### config.mk
export PLATFORM = sky130hd
export DESIGN_NAME = cse_controller
export DESIGN_NICKNAME = d
export VERILOG_FILES = /design/src/design/cse_pkg.sv /design/src/design/cse_controller.sv
export SDC_FILE = /design/constraint.sdc
export NUM_CORES = 1
export LEC_CHECK = 0
export ABC_AREA = 0
export BUFFER_PORTS_ARGS = -buffer_cell sky130_fd_sc_hd__buf_4
export CORE_AREA = 2 2 39 41
export DETAILED_ROUTE_END_ITERATION = 8
export DIE_AREA = 0 0 41 43
export SLEW_MARGIN = 20
export SYNTH_ARGS = -nofsm -noshare
export SYNTH_HDL_FRONTEND = slang
export SYNTH_SLANG_ARGS = --single-unit
### constraint.sdc
create_clock -name clk -period 1.6 [get_ports clk]
set_clock_uncertainty 0.1 [all_clocks]
set_input_delay 0.24 -clock clk [delete_from_list [all_inputs] [get_ports clk]]
set_output_delay 0.24 -clock clk [all_outputs]
set_load 0.05 [all_outputs]
### src/design/cse_pkg.sv
`timescale 1ns / 1ps

package cse_pkg;

  localparam int VALUE_BITS = 10;
  localparam int DEPTH = 1 << VALUE_BITS;
  localparam int MAX_ITEMS_DEFAULT = 64;

  typedef struct packed {
    logic signed [VALUE_BITS-1:0] value;
    logic                         last;
  } item_t;

  typedef struct packed {
    logic signed [VALUE_BITS-1:0] sorted_value;
    logic                         end_of_run;
    logic                         overflow;
  } result_t;

  typedef enum logic [2:0] {
    ST_CLEAR,
    ST_LOAD,
    ST_FLUSH,
    ST_WALK_RD,
    ST_WALK_CNT,
    ST_EMIT
  } state_t;

  typedef struct packed {
    logic clr_step;
    logic load;
    logic walk_start;
    logic walk_rd;
    logic walk_load;
    logic emit;
    logic advance;
    logic run_clear;
  } cse_cmd_t;

  typedef struct packed {
    logic clear_last;
    logic entry_zero;
    logic entry_last;
    logic run_last;
  } cse_status_t;

endpackage

### src/design/cse_controller.sv
`timescale 1ns / 1ps

module cse_controller
  import cse_pkg::*;
(
  input  logic        clk,
  input  logic        rst,
  input  logic        start,
  input  logic        last,
  input  cse_status_t status,
  output cse_cmd_t    cmd,
  output logic        busy,
  output logic        strobe
);

  state_t state;
  state_t state_next;

  always_ff @(posedge clk) begin
    if (rst) begin
      state <= ST_CLEAR;
    end else begin
      state <= state_next;
    end
  end

  always_comb begin
    state_next = state;
    unique case (state)
      ST_CLEAR: begin
        if (status.clear_last) state_next = ST_LOAD;
      end
      ST_LOAD: begin
        if (start && last) state_next = ST_FLUSH;
      end
      ST_FLUSH: begin
        state_next = ST_WALK_RD;
      end
      ST_WALK_RD: begin
        state_next = ST_WALK_CNT;
      end
      ST_WALK_CNT: begin
        if (status.entry_zero) state_next = ST_WALK_RD;
        else state_next = ST_EMIT;
      end
      ST_EMIT: begin
        if (status.run_last) state_next = ST_LOAD;
        else if (status.entry_last) state_next = ST_WALK_RD;
      end
      default: state_next = ST_CLEAR;
    endcase
  end

  always_comb begin
    cmd    = '0;
    busy   = 1'b1;
    strobe = 1'b0;
    unique case (state)
      ST_CLEAR: begin
        cmd.clr_step = 1'b1;
      end
      ST_LOAD: begin
        busy     = 1'b0;
        cmd.load = start;
      end
      ST_FLUSH: begin
        cmd.walk_start = 1'b1;
      end
      ST_WALK_RD: begin
        cmd.walk_rd = 1'b1;
      end
      ST_WALK_CNT: begin
        cmd.walk_load = 1'b1;
        cmd.advance   = status.entry_zero;
      end
      ST_EMIT: begin
        strobe        = 1'b1;
        cmd.emit      = 1'b1;
        cmd.run_clear = status.run_last;
        cmd.advance   = !status.run_last && status.entry_last;
      end
      default: begin
        cmd = '0;
      end
    endcase
  end

endmodule

==> flow_summary.toml <==
[setup_path]
crit_path_start_kind = "flop"
worstPathMaxFanout = 8
regToRegEndpoint = "state[1]"
reg2reg_slack_ns = 0.30
cp-end-kind = "output pin"
crit_chain = "nor3b_4, a32o_2, buf_4"
cp_num_buf_inv = 1
slowest_stage = "dfxtp_4"
r2r-start = "state[2]"
ff2ff_path_depth = 4
crit_required_ns = 1.26
cp_num_cells = 3
timing.critical_path.to = "cmd[1]"
critPathKind = "flop to output pin"
critPathArrivalTime_ns = 1.20
critical-path-top-delay-family = "flip-flops"
crit_start = "state[2]"
max_stage_delay_ns = 0.38

[logic_synthesis]
yosys_warnings = 0
async_flop_share_pct = 0
synthDominantCellAreaShare_pct = 21.1
ys_types = 24
syn-num-nets = 43
netlist_area_um2 = 285
yosys_register_bits = 3
synth.most_common_cell = "dfxtp_1"
postSynthAreaPerCell_um2 = 8.15
yosysSeqAreaShare_pct = 21.1
synth.area.top_cells = "dfxtp_1, nor3b_4, a2111oi_2, a221oi_2, nor3b_1"
synth_top_area_cell = "dfxtp_1"
synth_edf_count = 0
ys.flop_type = "dfxtp_1"
syn-instance-count = 35

[floorplan]
core_mm2 = 0.00138
fp.dieH_um = 43
design.die.area_mm2 = 0.00176
initial_utilization_pct = 20.6
fp.dieW_um = 41
io_pins = 18
fp-row-count = 14

[route]
first_pass_iters = 2
vias = 331
drt-wirelength-per-cell_um = 10.2
drc = 0
drtAntennaViolNets = 0
dr_wl_met2_um = 384
avgViaCountPerCell = 4.60
top_layer = "met3"
drt-met1-wl_um = 298
met3_length_um = 51
drt-total-wl_um = 734
drtIter0Drc = 6

[power]
powerDensity_mw_per_mm2 = 980
total_power_uw = 486
p_leak_nw = 0.237
peakVddDrop_v = 0.000317

[finish]
insertedDiodeCount = 0
num-fill-cells = 148
top_register = "state"
layout.cells.non_filler = 72
largest_reg_flops = 3
largestRegisters = "state x3"
utilization_pct = 35.8
syn2layout_area_growth_pct = 73.7
drive_gt1_share_pct = 62.5
final_nets = 65

[clock_tree]
clock-root-buffer = "clkbuf_4"
htree_levels = 1
clk_pin_slew_ns = 0.04
clock_latency_ns = 0.23
hold_buffers = 0
tritoncts = "built"
cts_max_path_buffers = 2
cts_made_buffers = 3
clock_sinks = 3

[sta]
final_max_slew_viol_count = 0
whs_ns = 0.0825
post-route-period-util_pct = 96.5
rsz0062_at_grt = "no"
max_freq_mhz = 648
finalSetupTns_ns = 0
timing.final.crit_period_ns = 1.54
maxSlewHeadroom_pct = 83.8
setup_viol = 0
worst_pin_slew_ns = 0.243
hold_viol = 0

[worst_hold_path]
holdCritPathClass = "input port to flop"

[placed_design]
dp.cells = 67
io_buffers = 17
dp_hpwl_um = 571
place_congestion = 0.715

[global_routing]
grt_start_max_net_pins = 12
first_global_vias = 270
overflow = 0
grt_usage_pct = 8.22
antenna_found_initial = 0
grt_pass1_wl_um = 1030

[run]
cap_violations = 0

[outcome]
status = "complete, no violations"
==> area by class of cell <==
cell class                 instances  area [µm²]  share of cell area, %
tap                               16        20.0                   4.04
multi-input combinational         27         220                   44.4
clock buffer                       4        26.3                   5.30
inverter                           2        7.51                   1.52
timing repair buffer              20         150                   30.3
sequential                         3        71.3                   14.4
==> layout by cell type (no fill, tap or decap) <==
| master | n |
|---|---|
| a2111oi_2 | 1 |
| a21boi_1 | 1 |
| a21oi_1 | 2 |
| a221oi_2 | 1 |
| a32o_2 | 1 |
| and2_2 | 1 |
| and3_1 | 2 |
| and3b_1 | 1 |
| buf_4 | 20 |
| clkbuf_1 | 1 |
| clkbuf_4 | 3 |
| dfxtp_4 | 3 |
| inv_1 | 2 |
| nand2_1 | 1 |
| nand2b_1 | 1 |
| nand3_1 | 2 |
| nor2_1 | 1 |
| nor2_2 | 1 |
| nor2b_1 | 1 |
| nor2b_4 | 1 |
| nor3_2 | 1 |
| nor3b_1 | 1 |
| nor3b_2 | 1 |
| nor3b_4 | 1 |
| o21ai_0 | 2 |
| o21bai_1 | 2 |
| xor2_1 | 1 |
==> how the worst min path moves through the flow <==
stage / end / start / cells past startpoint
5_1_grt: state[2] / rst / 2
6_report: state[0] / rst / 2
3_3_place_gp: state[2] / rst / 2
3_5_place_dp: state[2] / rst / 2
2_1_floorplan: state[2] / rst / 1
4_1_cts: state[2] / rst / 2
==> per-stage QoR <==
stage,area [µm²],setup WS [ns]
after floorplan,305,-0.118
after global placement,444,0.143
after detailed placement,444,0.127
after CTS,473,0.00130
after global routing,495,0.0109
final,495,0.0563
==> metal layers <==
layer / vias to the layer above / GRT usage (%)
met2: 13 / 13.4
li1: 168 / -
met1: 150 / 10.6
met4: 0 / 4.00
met5: - / 0
met3: 0 / 0
==> cells by family (layout without fill, tap and decap cells) <==
logic type	count (synthesis)	after routing	share of synthesized area (%)
AND/OR/NAND/NOR	16	16	38.2
AO/OA/AOI/OAI	10	10	28.9
buffers and inverters	5	26	8.77
flip-flops	3	3	21.1
XOR/XNOR	1	1	3.07
==> worst register-to-register path, stage by stage (launching register included) <==
cell and delay (ns):
dfxtp_4 0.38, nor3b_4 0.25, buf_4 0.15, a221oi_2 0.06
a2111oi_2 0.26
==> what timing repair did <==
item / in CTS / in global routing
gates resized for setup: 2 / 5
setup buffers: 0 / 1
pin swaps: 0 / 1
setup endpoints to repair: 5 / 5
==> where the power goes <==
part / internal, mW / leakage (nW) / switching [mW]
registers: 0.0881 / 0.0267 / 0.0333
logic: 0.0972 / 0.196 / 0.137
clock network: 0.0933 / 0.0150 / 0.0373
total: 0.279 / 0.237 / 0.207
No activity file was read; power rests on OpenSTA's default activity.
